<file path="src/udf_pkg.sv">
`default_nettype none
package udf_pkg;

	// default geometry of the link
	localparam int STREAMS_DEF      = 4;
	localparam int GROUP_BYTES_DEF  = 28;
	localparam int CHECK_OFFSET_DEF = 24;

	// frame layout
	localparam logic [2:0] POS_LAST  = 3'd5;
	localparam logic [2:0] POS_HALF  = 3'd3;
	localparam logic [5:0] FULL_MARK = 6'h3F;

	// command queue between front and back
	localparam int QUEUE_DEPTH = 4;
	localparam int CMD_ROW_W   = 4;

	// configuration port
	localparam int CFG_IDX_W  = 8;
	localparam int CFG_DATA_W = 16;
	localparam logic [CFG_IDX_W-1:0] CFG_TRANSFER_LENGTH = 8'd0;
	localparam logic [CFG_IDX_W-1:0] CFG_START_POSITION  = 8'd1;

	// one classified byte on its way to the back end
	typedef struct packed {
		logic                 is_check;
		logic                 check_error;
		logic                 panic_flag;
		logic                 emit;
		logic [CMD_ROW_W-1:0] row;
		logic [1:0]           lane;
		logic [7:0]           value;
	} cmd_t;

	typedef enum logic {
		BK_RUN,
		BK_EMIT
	} back_state_t;

endpackage
`default_nettype wire

</file>
<file path="src/udf_front.sv">
`default_nettype none
module udf_front #(
	parameter int STREAMS      = udf_pkg::STREAMS_DEF,
	parameter int GROUP_BYTES  = udf_pkg::GROUP_BYTES_DEF,
	parameter int CHECK_OFFSET = udf_pkg::CHECK_OFFSET_DEF
) (
	input  wire logic                           clk,
	input  wire logic                           arst_n,
	input  wire logic                           cfg_valid,
	input  wire logic [udf_pkg::CFG_IDX_W-1:0]  cfg_index,
	input  wire logic [udf_pkg::CFG_DATA_W-1:0] cfg_data,
	input  wire logic                           byte_valid,
	input  wire logic [7:0]                     byte_value,
	input  wire logic                           q_full,
	output logic                                cfg_ready,
	output logic                                byte_stall,
	output logic                                push,
	output udf_pkg::cmd_t                       push_cmd
);
	import udf_pkg::*;

	localparam int SW = (STREAMS > 1) ? $clog2(STREAMS) : 1;
	localparam int RW = $clog2(2 * STREAMS);

	logic [15:0]   tlen_q;
	logic [2:0]    start_q;
	logic [15:0]   tidx_q;
	logic [8:0]    goff_q;
	logic          par_q;
	logic [SW-1:0] stream_q;
	logic [2:0]    fpos_q;
	logic [3:0]    lane_q;
	logic [5:0]    marks_q [STREAMS];

	logic [15:0]   tidx_inc;
	logic [8:0]    goff_inc;
	logic          wrap_t;
	logic          wrap_g;
	logic          par_new;
	logic          is_check;
	logic [2:0]    chk_s;
	logic          clear_pre;
	logic [5:0]    marks_set [STREAMS];
	logic [3:0]    lane_new;
	logic          lane_done;
	logic          frame_end;
	logic          complete;
	logic          accept;
	logic          cfg_we;
	logic          hi_half;

	function automatic logic [2:0] clamp_start(input logic [2:0] p);
		return (p > POS_LAST) ? POS_LAST : p;
	endfunction

	assign cfg_ready  = 1'b1;
	assign cfg_we     = cfg_valid && cfg_ready;
	assign byte_stall = q_full;
	assign accept     = byte_valid && !byte_stall;
	assign push       = accept && (tlen_q != 16'd0);

	always_comb begin
		tidx_inc  = tidx_q + 16'd1;
		goff_inc  = goff_q + 9'd1;
		wrap_t    = (tidx_inc == tlen_q);
		wrap_g    = (goff_inc == 9'(GROUP_BYTES));
		par_new   = wrap_t ? 1'b0 : (wrap_g ? ~par_q : par_q);
		is_check  = (goff_q >= 9'(CHECK_OFFSET)) && (goff_q < 9'(CHECK_OFFSET + STREAMS));
		chk_s     = 3'(goff_q - 9'(CHECK_OFFSET));
		clear_pre = (stream_q == '0) && (fpos_q == 3'd0);
		complete  = 1'b1;
		for (int s = 0; s < STREAMS; s++) begin
			marks_set[s] = (clear_pre ? 6'd0 : marks_q[s])
				| ((SW'(s) == stream_q) ? (6'd1 << fpos_q) : 6'd0);
			if (marks_set[s] != FULL_MARK)
				complete = 1'b0;
		end
		lane_new  = (clear_pre ? 4'd0 : lane_q) + 4'd1;
		lane_done = (lane_new == 4'(STREAMS));
		frame_end = lane_done && (fpos_q == POS_LAST);
		hi_half   = (fpos_q >= POS_HALF);

		push_cmd.is_check    = is_check;
		push_cmd.check_error = (byte_value[5:0] != {2'b00, chk_s, ~par_new});
		push_cmd.panic_flag  = byte_value[7];
		push_cmd.emit        = frame_end && complete;
		push_cmd.row         = CMD_ROW_W'(RW'({stream_q, hi_half}));
		push_cmd.lane        = hi_half ? 2'(fpos_q - POS_HALF) : 2'(fpos_q);
		push_cmd.value       = byte_value;
	end

	always_ff @(posedge clk or negedge arst_n) begin
		if (!arst_n) begin
			tlen_q   <= '0;
			start_q  <= '0;
			tidx_q   <= '0;
			goff_q   <= '0;
			par_q    <= 1'b0;
			stream_q <= '0;
			fpos_q   <= '0;
			lane_q   <= '0;
			for (int s = 0; s < STREAMS; s++)
				marks_q[s] <= '0;
		end else if (cfg_we && (cfg_index == CFG_TRANSFER_LENGTH ||
				cfg_index == CFG_START_POSITION)) begin
			if (cfg_index == CFG_TRANSFER_LENGTH) begin
				tlen_q <= cfg_data;
				fpos_q <= clamp_start(start_q);
			end else begin
				start_q <= cfg_data[2:0];
				fpos_q  <= clamp_start(cfg_data[2:0]);
			end
			tidx_q   <= '0;
			goff_q   <= '0;
			par_q    <= 1'b0;
			stream_q <= '0;
			lane_q   <= '0;
			for (int s = 0; s < STREAMS; s++)
				marks_q[s] <= '0;
		end else if (push) begin
			par_q <= par_new;
			if (wrap_t || wrap_g) begin
				tidx_q   <= wrap_t ? 16'd0 : tidx_inc;
				goff_q   <= '0;
				stream_q <= '0;
			end else begin
				tidx_q   <= tidx_inc;
				goff_q   <= goff_inc;
				stream_q <= (stream_q == SW'(STREAMS - 1)) ? '0 : stream_q + SW'(1);
			end
			if (!is_check) begin
				for (int s = 0; s < STREAMS; s++)
					marks_q[s] <= frame_end ? 6'd0 : marks_set[s];
				lane_q <= lane_done ? 4'd0 : lane_new;
				if (lane_done)
					fpos_q <= (fpos_q == POS_LAST) ? 3'd0 : fpos_q + 3'd1;
			end
		end
	end

endmodule
`default_nettype wire

</file>
<file path="src/udf_queue.sv">
`default_nettype none
module udf_queue (
	input  wire logic          clk,
	input  wire logic          arst_n,
	input  wire logic          push,
	input  wire udf_pkg::cmd_t push_cmd,
	input  wire logic          pop,
	output udf_pkg::cmd_t      head,
	output logic               full,
	output logic               empty
);
	import udf_pkg::*;

	localparam int PW = $clog2(QUEUE_DEPTH);
	localparam int CW = $clog2(QUEUE_DEPTH + 1);

	cmd_t          slot_q [QUEUE_DEPTH];
	logic [PW-1:0] wptr_q;
	logic [PW-1:0] rptr_q;
	logic [CW-1:0] count_q;

	assign full  = (count_q == CW'(QUEUE_DEPTH));
	assign empty = (count_q == '0);
	assign head  = slot_q[rptr_q];

	always_ff @(posedge clk) begin
		if (push)
			slot_q[wptr_q] <= push_cmd;
	end

	always_ff @(posedge clk or negedge arst_n) begin
		if (!arst_n) begin
			wptr_q  <= '0;
			rptr_q  <= '0;
			count_q <= '0;
		end else begin
			if (push)
				wptr_q <= wptr_q + PW'(1);
			if (pop)
				rptr_q <= rptr_q + PW'(1);
			if (push && !pop)
				count_q <= count_q + CW'(1);
			else if (pop && !push)
				count_q <= count_q - CW'(1);
		end
	end

endmodule
`default_nettype wire

</file>
<file path="src/udf_back.sv">
`default_nettype none
module udf_back #(
	parameter int STREAMS = udf_pkg::STREAMS_DEF
) (
	input  wire logic          clk,
	input  wire logic          arst_n,
	input  wire udf_pkg::cmd_t head,
	input  wire logic          empty,
	input  wire logic          result_stall,
	output logic               pop,
	output logic               result_valid,
	output logic               kind,
	output logic               check_error,
	output logic               panic_flag,
	output logic [2:0]         channel,
	output logic signed [23:0] sample,
	output logic               last
);
	import udf_pkg::*;

	localparam int ROWS = 2 * STREAMS;
	localparam int RW   = $clog2(ROWS);

	back_state_t   state_q;
	back_state_t   state_d;
	logic [2:0][7:0] mem_q [ROWS];
	logic [2:0][7:0] rd_q;
	logic [RW-1:0] row_q;
	logic [RW-1:0] rd_addr;
	logic          rd_en;
	logic          mem_we;
	logic          load_chk;
	logic          load_smp;
	logic          out_free;
	logic          last_row;

	assign out_free = !result_valid || !result_stall;
	assign last_row = (row_q == RW'(ROWS - 1));

	always_comb begin
		state_d = state_q;
		unique case (state_q)
			BK_RUN: begin
				if (pop && !head.is_check && head.emit)
					state_d = BK_EMIT;
			end
			BK_EMIT: begin
				if (out_free && last_row)
					state_d = BK_RUN;
			end
			default: state_d = BK_RUN;
		endcase
	end

	always_comb begin
		pop      = 1'b0;
		mem_we   = 1'b0;
		load_chk = 1'b0;
		load_smp = 1'b0;
		rd_en    = 1'b0;
		rd_addr  = '0;
		unique case (state_q)
			BK_RUN: begin
				pop      = !empty && (!head.is_check || out_free);
				load_chk = pop && head.is_check;
				mem_we   = pop && !head.is_check;
				rd_en    = mem_we && head.emit;
			end
			BK_EMIT: begin
				load_smp = out_free;
				rd_en    = out_free && !last_row;
				rd_addr  = row_q + RW'(1);
			end
			default: ;
		endcase
	end

	// pending store: one row per stream half, three byte lanes
	always_ff @(posedge clk) begin
		if (mem_we)
			mem_q[head.row[RW-1:0]][head.lane] <= head.value;
		if (rd_en)
			rd_q <= mem_q[rd_addr];
	end

	always_ff @(posedge clk) begin
		if (load_chk) begin
			kind        <= 1'b0;
			check_error <= head.check_error;
			panic_flag  <= head.panic_flag;
			channel     <= 3'd0;
			sample      <= '0;
			last        <= 1'b0;
		end else if (load_smp) begin
			kind        <= 1'b1;
			check_error <= 1'b0;
			panic_flag  <= 1'b0;
			channel     <= 3'(row_q);
			sample      <= $signed({rd_q[0], rd_q[1], rd_q[2]});
			last        <= last_row;
		end
	end

	always_ff @(posedge clk or negedge arst_n) begin
		if (!arst_n) begin
			state_q      <= BK_RUN;
			row_q        <= '0;
			result_valid <= 1'b0;
		end else begin
			state_q <= state_d;
			if (rd_en)
				row_q <= rd_addr;
			if (load_chk || load_smp)
				result_valid <= 1'b1;
			else if (!result_stall)
				result_valid <= 1'b0;
		end
	end

endmodule
`default_nettype wire

</file>
<file path="src/audio_usb_frame_deframer_top.sv">
// USB frame deframer for a multi-stream 24-bit audio link. Each request on the byte
// channel carries one raw USB byte. The front end counts the byte's place in the
// transfer (transfer_length bytes) and in a group of GROUP_BYTES bytes, classifies it
// as a check byte (group offsets CHECK_OFFSET .. CHECK_OFFSET+STREAMS-1) or a sample
// byte, tracks presence marks per stream and decides frame completeness; it takes one
// byte per cycle as long as the four-entry command queue has room. The back end
// retires one queued command per cycle while no frame goes out and, for a check
// byte, while the result output is free: a check byte gives one verdict request, a
// sample byte is written into the pending store (one row per stream half, three
// byte lanes). When position 5 closes with every mark set, the back end reads the
// store through its single read port, one row per cycle while results are not
// stalled, and sends 2*STREAMS sample requests, the last one flagged; the queue
// fills and stalls the byte channel while a frame goes out. Result stalls hold the
// back end. A transfer length of 0 swallows bytes. Writing either register restarts
// the counters and marks (the pending store keeps its data); registers are to be
// written only while the block is idle; not enforced. There is no clearing pass.
`default_nettype none
module audio_usb_frame_deframer_top #(
	parameter int STREAMS      = udf_pkg::STREAMS_DEF,
	parameter int GROUP_BYTES  = udf_pkg::GROUP_BYTES_DEF,
	parameter int CHECK_OFFSET = udf_pkg::CHECK_OFFSET_DEF
) (
	input  wire logic                           clk,
	input  wire logic                           arst_n,
	// configuration writes
	input  wire logic                           cfg_valid,
	input  wire logic [udf_pkg::CFG_IDX_W-1:0]  cfg_index,
	input  wire logic [udf_pkg::CFG_DATA_W-1:0] cfg_data,
	output logic                                cfg_ready,
	// byte channel
	input  wire logic                           byte_valid,
	input  wire logic [7:0]                     byte_value,
	output logic                                byte_stall,
	// result channel
	output logic                                result_valid,
	input  wire logic                           result_stall,
	output logic                                kind,
	output logic                                check_error,
	output logic                                panic_flag,
	output logic [2:0]                          channel,
	output logic signed [23:0]                  sample,
	output logic                                last
);
	import udf_pkg::*;

	// front to queue
	logic q_push;
	cmd_t q_push_cmd;
	logic q_full;

	// queue to back
	cmd_t q_head;
	logic q_empty;
	logic q_pop;

	// counters, classification and frame bookkeeping
	udf_front #(
		.STREAMS      (STREAMS),
		.GROUP_BYTES  (GROUP_BYTES),
		.CHECK_OFFSET (CHECK_OFFSET)
	) u_front (
		.clk        (clk),
		.arst_n     (arst_n),
		.cfg_valid  (cfg_valid),
		.cfg_index  (cfg_index),
		.cfg_data   (cfg_data),
		.byte_valid (byte_valid),
		.byte_value (byte_value),
		.q_full     (q_full),
		.cfg_ready  (cfg_ready),
		.byte_stall (byte_stall),
		.push       (q_push),
		.push_cmd   (q_push_cmd)
	);

	// decouples byte intake from store writes and frame emission
	udf_queue u_queue (
		.clk      (clk),
		.arst_n   (arst_n),
		.push     (q_push),
		.push_cmd (q_push_cmd),
		.pop      (q_pop),
		.head     (q_head),
		.full     (q_full),
		.empty    (q_empty)
	);

	// pending store, frame readout and output register
	udf_back #(
		.STREAMS (STREAMS)
	) u_back (
		.clk          (clk),
		.arst_n       (arst_n),
		.head         (q_head),
		.empty        (q_empty),
		.result_stall (result_stall),
		.pop          (q_pop),
		.result_valid (result_valid),
		.kind         (kind),
		.check_error  (check_error),
		.panic_flag   (panic_flag),
		.channel      (channel),
		.sample       (sample),
		.last         (last)
	);

endmodule
`default_nettype wire

</file>
<file path="config.mk">
export PLATFORM = sky130hd
export DESIGN_NAME = audio_usb_frame_deframer_top
export DESIGN_NICKNAME = d
export VERILOG_FILES = /design/src/udf_pkg.sv /design/src/udf_front.sv /design/src/udf_queue.sv /design/src/udf_back.sv /design/src/audio_usb_frame_deframer_top.sv
export SDC_FILE = /design/constraint.sdc
export NUM_CORES = 1
export LEC_CHECK = 0
export BUFFER_PORTS_ARGS = -buffer_cell sky130_fd_sc_hd__buf_2
export CORE_MARGIN = 1
export CORE_UTILIZATION = 63
export DETAILED_ROUTE_END_ITERATION = 10
export PLACE_DENSITY = 0.81
export SETUP_SLACK_MARGIN = 0.4
export SLEW_MARGIN = 20
export SYNTH_ARGS = -nofsm -noshare
export SYNTH_HDL_FRONTEND = slang
export SYNTH_SLANG_ARGS = --single-unit
export TNS_END_PERCENT = 50
</file>
<file path="constraint.sdc">
create_clock -name clk -period 4.7 [get_ports clk]
set_input_delay 0 -clock clk [delete_from_list [all_inputs] [get_ports clk]]
set_output_delay 0 -clock clk [all_outputs]
set_load 0.05 [all_outputs]
</file>
## After elaboration in Yosys (flattened, before gate mapping)

Memories as Yosys holds them, arrays and structs flattened. A register that Yosys moved wholly into a read port is not among the register bits.
Cells that the tools add are included.

| operators by class | value |
|---|---|
| add/subtract/negate cells | 12 |
| multipliers | 0 |
| divide/modulo/power cells | 0 |
| $lt $le $gt $ge | 7 |
| eq/ne operators | 18 |
| shift operators | 1 |
| mux-type cells | 70 |
| bitwise gates (word level) | 8 |
| reductions and logical operators | 44 |

Operators with widths:

| operator | count |
|---|---|
| $mux W24 | 4 |
| $mux W6 | 12 |
| $mux W16 | 4 |
| $mux W3 | 11 |
| $mux W9 | 3 |
| $ne A6 B6 Y1 const B | 4 |
| $or A6 B6 Y6 | 4 |
| $mux W1 | 22 |
| $mux W4 | 5 |
| $logic_and A1 B1 Y1 | 18 |
| $add A16 B1 Y16 const B | 1 |
| $demux W8 S2 | 1 |
| $eq A16 B16 Y1 | 1 |
| $reduce_bool A16 Y1 | 1 |
| $mux W2 | 5 |
| $add A3 B1 Y3 const B | 3 |
| $add A9 B1 Y9 const B | 1 |
| $eq A3 B3 Y1 const B | 3 |
| $eq A9 B5 Y1 const B | 1 |
| $ge A9 B5 Y1 const B | 1 |
| $lt A9 B5 Y1 const B | 1 |
| $eq A8 B1 Y1 const B | 1 |
| $logic_not A1 Y1 | 8 |
| $logic_not A8 Y1 | 1 |
| other kinds (25) | 44 |

| storage, ports and cells | value |
|---|---|
| register bits after elaboration | 121 |
| latch bits | 0 |
| bits in writable memories | 260 |
| bits in read-only memories | 0 |
| memories kept | 2 |

Memories:

| name | words | width | rd ports | clocked after memory_dff | write ports | RTL line | text |
|---|---|---|---|---|---|---|---|
| u_back.mem_q | 8 | 24 | 1 | 1 | 1 | udf_back.sv:26 | `logic [2:0][7:0] mem_q [ROWS];` |
| u_queue.slot_q | 4 | 17 | 1 | 0 | 1 | udf_queue.sv:17 | `cmd_t slot_q [QUEUE_DEPTH];` |

## Longest topological paths before layout

Gate-level depths: netlist of the first run.

| logic depth | value |
|---|---|
| word-level depth | 10 |
| mapped depth | 13 |

## Cells and area by module

From an unflattened synthesis of the first run, not the netlist that was laid out.

| second synthesis, totals | value |
|---|---|
| cell total of the unflattened synthesis | 1,302 |
| area, all modules | 17,715.7 µm² |

Modules (own cells, without submodules):

| module | times used | cells an instance | area each (µm²) | sequential area each (µm²) |
|---|---|---|---|---|
| udf_back | 1 | 638 | 9,659.3 | 7,252.0 |
| udf_front | 1 | 536 | 5,063.6 | 1,951.9 |
| udf_queue | 1 | 128 | 2,992.9 | 2,337.2 |

## Worst setup path after synthesis of the first run

Ideal clock, no wire load.

| timing | value |
|---|---|
| path type | register to register |
| start point | reg u_front.fpos_q[0] |
| end point | mem u_queue.slot_q[0][13] (netlist bit) (data pin) |
| library setup time | 0.239 ns |
| data arrival time | 2.805 ns |
| required time | 4.461 ns |
| path slack | 1.655 ns |
| cell stages (with the launch flop) | 13 |
| clock period less this slack | 3.045 ns |
| cell sequence | dfrtp_1 inv_1 ha_1 nor2b_1 nand2_1 clkbuf_1 and2_1 ha_1 nor4b_1 nand3_1 nor4_1 nand4_1 nor4_1 |

RTL lines:

| what | RTL line | text |
|---|---|---|
| start, declared | udf_front.sv:31 | `logic [2:0] fpos_q;` |
| start signal, assigned | udf_front.sv:108 | `fpos_q <= clamp_start(start_q);` |
| start signal, assigned | udf_front.sv:111 | `fpos_q <= clamp_start(cfg_data[2:0]);` |
| start signal, assigned | udf_front.sv:136 | `fpos_q <= (fpos_q == POS_LAST) ? 3'd0 : fpos_q + 3'd1;` |
| end, declared | udf_queue.sv:17 |  |

## Worst setup path after layout of the first run

| timing | value |
|---|---|
| start point | reg u_front.fpos_q[0] |
| end point | reg u_front.marks_q[10] (netlist bit) |

| on the way | value |
|---|---|
| word-level cells in the longest chain between the ends | 10 |
| elaborated cells between the ends (all ways) | 15 |

Ends and longest elaborated chain:

| what | RTL line | text |
|---|---|---|
| $logic_not A3 Y1 | udf_front.sv:70 | `clear_pre = (stream_q == '0) && (fpos_q == 3'd0);` |
| $logic_and A1 B1 Y1 | udf_front.sv:70 |  |
| $mux W4 | udf_front.sv:78 | `lane_new = (clear_pre ? 4'd0 : lane_q) + 4'd1;` |
| $add A4 B1 Y4 | udf_front.sv:78 |  |
| $eq A4 B3 Y1 | udf_front.sv:79 | `lane_done = (lane_new == 4'(STREAMS));` |
| $logic_and A1 B1 Y1 | udf_front.sv:80 | `frame_end = lane_done && (fpos_q == POS_LAST);` |
| $mux W6 * | udf_front.sv:133 | `marks_q[s] <= frame_end ? 6'd0 : marks_set[s];` |
| $mux W24 * | udf_front.sv:131 | `if (!is_check) begin` |
| $mux W24 * | udf_front.sv:120 | `end else if (push) begin` |
| $mux W24 * | udf_front.sv:104 | `end else if (cfg_we && (cfg_index == CFG_TRANSFER_LENGTH \|\|` |
| end signal, assigned by index | udf_front.sv:133 |  |
| end, declared | udf_front.sv:33 | `logic [5:0] marks_q [STREAMS];` |

Every way passes the cells marked *; elsewhere a longest branch is shown, timed or not. The select of a mux whose other input is x is not followed.
A chain may end at the register's enable or synchronous reset.

==> results of run 1 <==
cell type report:
cell class | instances | area share
clock buffer | 52 | 0.0581
sequential | 401 | 0.592
tap | 335 | 0.0220
timing repair buffer | 113 | 0.0392
multi-input combinational | 704 | 0.272
clock inverter | 23 | 0.0127
inverter | 21 | 0.00413
flip-flops by register name, indices dropped and copies added (netlist names), 2 cells and up:
signal,cells
u_back.row_q,3
u_front.fpos_q,3
u_back.mem_q,192
u_front.tlen_q,16
u_back.sample,24
u_queue.slot_q,64
u_queue.count_q,3
u_front.tidx_q,16
u_front.marks_q,24
u_front.stream_q,2
u_front.lane_q,4
u_queue.wptr_q,2
u_front.start_q,3
u_queue.rptr_q,2
u_front.goff_q,9
u_back.rd_q,24
u_back.channel,3
routing by layer:
layer  track usage  share of wire  vias up  wire, µm
li1              -              -     4823         -
met1         0.352           0.41     5239     14300
met2         0.449           0.51      401     17800
met3        0.0367          0.061       63      2140
met4        0.0796          0.024        0       835
met5             0              0        -         0
cell usage in the layout, fill, tap and decap left out, types with 9 or more instances in the layout:
cell	Yosys	routed
nor2b_1	11	11
nor3_1	21	21
nand2b_1	9	9
mux4_2	40	40
buf_2	7	68
dlygate4sd3_1	0	28
nand2_1	141	141
dfxtp_1	29	29
nor4_1	18	17
nand4_1	10	10
inv_1	19	19
a21oi_1	45	45
nand3_1	31	31
a221oi_1	48	48
buf_4	3	17
dfrtp_1	90	90
o31ai_1	27	27
nor2_1	45	44
clkinv_2	0	10
clkbuf_16	0	42
xor2_1	12	12
and2_1	12	12
xnor2_1	15	15
edfxtp_1	282	282
nor3_2	10	10
mux2_2	20	20
ha_1	19	19
a32o_1	22	22
o21ai_0	60	60
worst max-delay path: cells and delay by family (launching register included):
| kind | cells | cell delay [ns] |
|---|---|---|
| buffers and inverters | 1 | 0.15 |
| DFF | 1 | 0.44 |
| adders and majority gates | 2 | 0.53 |
| and+or+nand+nor | 6 | 1.68 |
| AOI/OAI and AO/OA | 2 | 0.79 |
through the flow:
stage               instances  hold slack (ns)  total power, mW  setup WS (ns)
detailed placement       1546           0.0209             9.24           1.14
global route             1649           0.0434             13.1          0.735
finish                   1649         -0.00342             12.5           1.00
global placement         1546           0.0160             9.08           1.41
floorplan                1208           -0.296             8.11           1.66
CTS                      1649          0.00657             12.5           1.02
Yosys cell counts, types with 7 or more instances:
master      n
mux2_2     20
xor2_1     12
nor4_1     18
nor2b_1    11
mux4_2     40
o31ai_1    27
nand2b_1    9
nor3_1     21
a221oi_1   48
nor2_1     45
nand4_1    10
and2_1     12
a21oi_1    45
clkbuf_1   66
a32o_1     22
xnor2_1    15
dfxtp_1    29
nand3_1    31
dfrtp_1    90
ha_1       19
o21ai_0    60
nor3_2     10
inv_1      19
a32oi_1     7
buf_2       7
edfxtp_1  282
nand2_1   141
final timing paths:
check                             startpoint                   to
hold reg to reg             u_back.sample[8]     u_back.sample[8]
hold / removal                        arst_n    u_front.goff_q[5]
setup reg to reg           u_front.fpos_q[0]  u_front.marks_q[10]
min in group clk                  byte_valid    u_front.tidx_q[1]
setup / recovery           u_front.fpos_q[0]  u_front.marks_q[10]
max in group asynchronous             arst_n    u_front.lane_q[3]
kinds of logic after synthesis:
family / after synthesis
muxes: 63
and+or+nand+nor: 345
other: 1
xor gates and xnor gates: 27
DFF: 401
adders and majority gates: 20
buffers and inverters: 103
AOI/OAI and AO/OA: 248
power by group through the flow:
stage	clock network, mW	registers [mW]	logic (mW)
after floorplan	0	5.47	2.64
after global placement	0	5.11	3.98
after detailed placement	0	5.14	4.10
after CTS	3.26	5.08	4.16
after global routing	3.42	5.13	4.51
final	3.22	5.08	4.16
what timing repair did:
action,in CTS,in global routing
endpoints found under the setup margin,0,0
resized for setup,0,0
hold buffers,28,0
endpoints found under the hold margin,100,0
==> impl_results.md, run 1 <==
- Status: complete, but fails checks
- Failing checks: DRC, hold timing
- FF-to-FF path depth: 11
- Chip width: 166 µm
- Asr flop ratio synth: 0.224
- First-pass GRT wire length: 56500 µm
- Final period util: 0.787
- Flops & latches, synth: 401
- Post-Synth XOR/XNOR Area: 0.0140
- Post-route cell area: 19100 µm²
- Post-synth top flop: edfxtp_1
- Startpoint Class: flop
- CTS tree: built
- DP Area: 17500 µm²
- Min Clock Period, post-route: 3.70 ns
- Clk root buf: clkbuf_16
- Total gr overflow: 0
- Fmax: 0.270 GHz
- Critical path peak fanout: 22
- Setup violators final: 0
- Initial Util: 0.645
- Power per cell area: 653 nW/µm²
- Hold WC Path Type: in2async
- Clk pwr share: 0.259
- Final HPWL DP: 21700 µm
- Leak Pwr: 6.88 nW
- EDFF count, synth: 282
- Largest family of logic cells by synthesized area: simple AND/OR/NAND/NOR gates
- Wirelength per Cell: 21.3 µm
- Syn Nets: 1265
- Ys Warns: 0
- DR vias: 10500
- Core ar.: 26200 µm²
- Synth Area in Adders: 0.0152
- Worst path required time: 5.13 ns
- DRT iter0 DRCs: 1085
- Final hold vios: 2
- Multiplexer area fraction after synthesis: 0.0684
- Critical path's largest stage delay: 0.65 ns
- Sequential area share after synthesis: 0.668
- H-tree Lvls: 2
- CP Cell Sequence: inv_1 > ha_1 > nor2b_1 > nand2_1 > and2_1 > ha_1 > nor4b_1 > nor4_2 > a21o_1 > nand2_1 > o21ai_0
- # port buffers: 69
- Die Area: 27500 µm²
- Number of global-route vias before repair: 10500
- Area of the multi-input gates: 5190 µm²
- RSZ-0062 raised after global routing: no
- Inserted Clock Buffers: 41
- Post-DRT Antenna Nets: 0
- Seq. cell area: 11300 µm²
- Synth area leader: edfxtp_1
- Top cells by area, synth: edfxtp_1, dfrtp_1, mux4_2, dfxtp_1, nand2_1
- Clk_lat worst skew: 0.54 ns
- Reg2Reg Setup Slack: 1.00 ns
- Final nets: 1339
- Final Max Tran Viols: 0
- Detailed-route wire length: 35100 µm
- DR vias/cell: 6.38
- Clock Sinks: 401
- Die height: 166 µm
- Mapped Avg Cell Area: 14.0 µm²
- Worst Max-Slew Pin Slew: 0.939 ns
- Worst VDD drop: 0.408 mV
- Critical path class: reg2reg
- DRC viols: 7
- Gpl congestion: 0.882
- Internal power: 7.98 mW
- Cells after Synth: 1208
- Critical-path top delay cell: a21o_1
- Clk slew on worst S/H paths: 0.06 ns
- Setup tns final: 0 ns
- Clock Tree Buf Depth: 3
- Total Routing Usage GR: 0.262
- Yosys cell types: 70
- Simple-gate portion of the synthesized area: 0.105
- Layout fillers: 1615
- Row Count: 59
- Yosys top cell area share: 0.501
- Combinational power share: 0.334
- DRT Pass-1 Iters: 9
- Diode count: 0
- Hold WS: -0.00342 ns
- Skew final: 0.0240 ns
- Max-slew headroom: 0.374
- Post-CTS setup repair buffer count: 0
- Sw power: 4.48 mW
- Share of cells above drive strength 1: 0.179
- Cell Area, Synth: 16900 µm²
- Finished Core Util: 0.728
- Synth-to-Final Area Change: 12.9%
- Reg power frac: 0.408
- CP arrival: 4.13 ns
- Initial antenna violation count: 1
- Sw frac: 0.359
- Crit. End Element: flop
- Maximum number of pins on one net before global-route repair: 51
- Number of top-level pins: 71
- Max cap viols: 0
- Complex-gate fraction of the synthesized area: 0.103
No activity file was read; power rests on OpenSTA's default activity.
==> inputs of run 2 (changes only) <==
--- a/config.mk
+++ b/config.mk
@@ -7,9 +7,9 @@
 export LEC_CHECK = 0
 export BUFFER_PORTS_ARGS = -buffer_cell sky130_fd_sc_hd__buf_2
 export CORE_MARGIN = 1
-export CORE_UTILIZATION = 63
+export CORE_UTILIZATION = 55
 export DETAILED_ROUTE_END_ITERATION = 10
-export PLACE_DENSITY = 0.81
+export PLACE_DENSITY = 0.75
 export SETUP_SLACK_MARGIN = 0.4
 export SLEW_MARGIN = 20
 export SYNTH_ARGS = -nofsm -noshare
==> constraint.sdc (replaced) <==
create_clock -name clk -period 3.2 [get_ports clk]
set_input_delay 0 -clock clk [delete_from_list [all_inputs] [get_ports clk]]
set_output_delay 0 -clock clk [all_outputs]
set_load 0.05 [all_outputs]
==> impl_results.md, run 2 (synthesized netlist as in run 1, its figures left out) <==
- Number of global-route vias before repair: 10400 (-0.39%)
- Row Count: 63 (+6.8%)
- CP arrival: 3.14 ns (-0.99 ns)
- Critical path peak fanout: 4 (-82%)
- Routed wl met2: 17500 µm (-1.7%)
- Initial antenna violation count: 0 (-1)
- Area of the multi-input gates: 5310 µm² (+2.3%)
- Final instance count without filler cells: 1754 (+6.4%)
- Seq. cell area: 11300 µm² (about the same)
- Placed Cells: 1641 (+6.1%)
- Post-DRT Antenna Nets: 0 (unchanged)
- Layout fillers: 2107 (+30%)
- DR vias/cell: 6.05 (-5.2%)
- Chip width: 177 µm (+6.9%)
- Final HPWL DP: 21800 µm (+0.63%)
- Clock Tree Buf Depth: 3 (unchanged)
- Diode count: 0 (unchanged)
- Largest register FFs: 192 (unchanged)
- Gpl congestion: 0.917 (+4.0%)
- Setup violators final: 0 (unchanged)
- Finished Core Util: 0.656 (-0.0727)
- Final Max Tran Viols: 0 (unchanged)
- Min Clock Period, post-route: 2.68 ns (-1.02 ns)
- Worst VDD drop: 0.483 mV (+18%)
- RSZ-0062 raised after global routing: no
- Max-slew headroom: 0.387 (+0.0124)
- Inserted Clock Buffers: 42 (+2.4%)
- Post-place setup slack: 0.216 ns (-0.921 ns)
- Core ar.: 30000 µm² (+14%)
- Clk_lat worst skew: 0.56 ns (+0.02 ns)
- Share of cells above drive strength 1: 0.218 (+0.0389)
- Skew final: 0.0476 ns (+0.0236 ns)
- Most frequent cells in the layout: edfxtp_1, nand2_1, dfrtp_1
- Total gr overflow: 0 (unchanged)
- Most common cell after layout, fill and taps aside: edfxtp_1
- Synth-to-Final Area Change: 16.2%
- Final period util: 0.837 (+0.0503)
- Leak Pwr: 7.18 nW (+4.4%)
- DRT iter0 DRCs: 926 (-15%)
- DRC viols: 0 (-7)
- Crit. End Element: flop
- Top Layer Used: met4
- Final nets: 1389 (+3.7%)
- Hold WS: 0.0342 ns (+0.0376 ns)
- Initial Util: 0.564 (-0.0807)
- Final hold vios: 0 (-2)
- DR vias: 10600 (+0.81%)
- First-pass GRT wire length: 55200 µm (-2.3%)
- # port buffers: 69 (unchanged)
- DRT Pass-1 Iters: 5 (-4)
- Maximum number of pins on one net before global-route repair: 52 (+2.0%)
- Max cap viols: 0 (unchanged)
- Detailed-route wire length: 34700 µm (-1.0%)
- Startpoint Class: flop
- Power per cell area: 932 nW/µm² (+43%)
- Final worst setup slack: 0.521 ns (-0.480 ns)
- Setup tns final: 0 ns (unchanged)
- Critical path class: reg2reg
- Clock Sinks: 401 (unchanged)
- Status: finished clean
- Hold WC Path Type: in2async
- Die height: 177 µm (+6.9%)
- Worst Max-Slew Pin Slew: 0.920 ns (-0.0186 ns)
- Clk root buf: clkbuf_16
- Met1 Wirelength: 14200 µm (-0.28%)
- Number of top-level pins: 71 (unchanged)
- Wirelength per Cell: 19.8 µm (-7.0%)
- Total Routing Usage GR: 0.225 (-0.0369)
- Met3 WL: 2070 µm (-3.3%)
- Worst path required time: 3.66 ns (-1.47 ns)
- CTS tree: built
- H-tree Lvls: 2 (unchanged)
- Clk slew on worst S/H paths: 0.06 ns (about the same)
- Fmax: 0.373 GHz (+38%)
- Die Area: 31400 µm² (+14%)
## run 2: power by group
part	internal [mW]	leakage (nW)	switching [mW]
Clock	2.63	0.635	1.98
Combinational	2.10	2.56	4.18
Sequential	6.98	3.98	0.422
## run 2: final cells by class
cell class / count / share of cell area
clock buffer: 55 / 0.0565
clock inverter: 21 / 0.00987
inverter: 21 / 0.00401
multi-input combinational: 704 / 0.270
sequential: 401 / 0.576
tap: 390 / 0.0248
timing repair buffer: 162 / 0.0585
## run 2: routing by layer
metal / track usage / up-vias
li1: - / 4920
met1: 0.294 / 5235
met2: 0.386 / 379
met3: 0.0347 / 77
met4: 0.0723 / 0
met5: 0 / -
## run 2: through the flow
stage	power (mW)	instance area (µm²)
2_1_floorplan	11.9	16900
3_3_place_gp	13.4	17800
3_5_place_dp	13.7	17800
4_1_cts	18.3	19500
5_1_grt	19.2	19600
6_report	18.3	19600
## run 2: final timing paths
kind | start | end | slack, ns | depth (start not counted)
worst max-delay path | u_queue.count_q[1] | u_queue.count_q[2] | 0.52 | 9
worst min-delay path | arst_n | u_front.tlen_q[3] | 0.03 | 2
worst max register to register | u_queue.count_q[1] | u_queue.count_q[2] | 0.52 | 9
worst min register to register | u_back.sample[0] | u_back.sample[0] | 0.45 | 2
max in group asynchronous | arst_n | u_front.stream_q[0] | 2.35 | 3
min in group clk | cfg_index[6] | u_front.tidx_q[1] | 0.08 | 5
## run 2: worst max-delay path: stages (launching register included)
cell and delay, ns:
dfrtp_1 0.43, nor3_1 0.51, nor3_1 0.15, a21oi_1 0.38
ha_1 0.27, inv_1 0.06, fa_1 0.37, xor2_1 0.17
nor2_1 0.12, xor2_1 0.16
## run 2: what timing repair did
action,CTS,global route
endpoints found under the setup margin,28,57
resized for setup,7,22
setup buffers,3,5
cloned,0,1
hold buffers,28,0
hold endpoints to repair,108,0
pin swaps,2,10
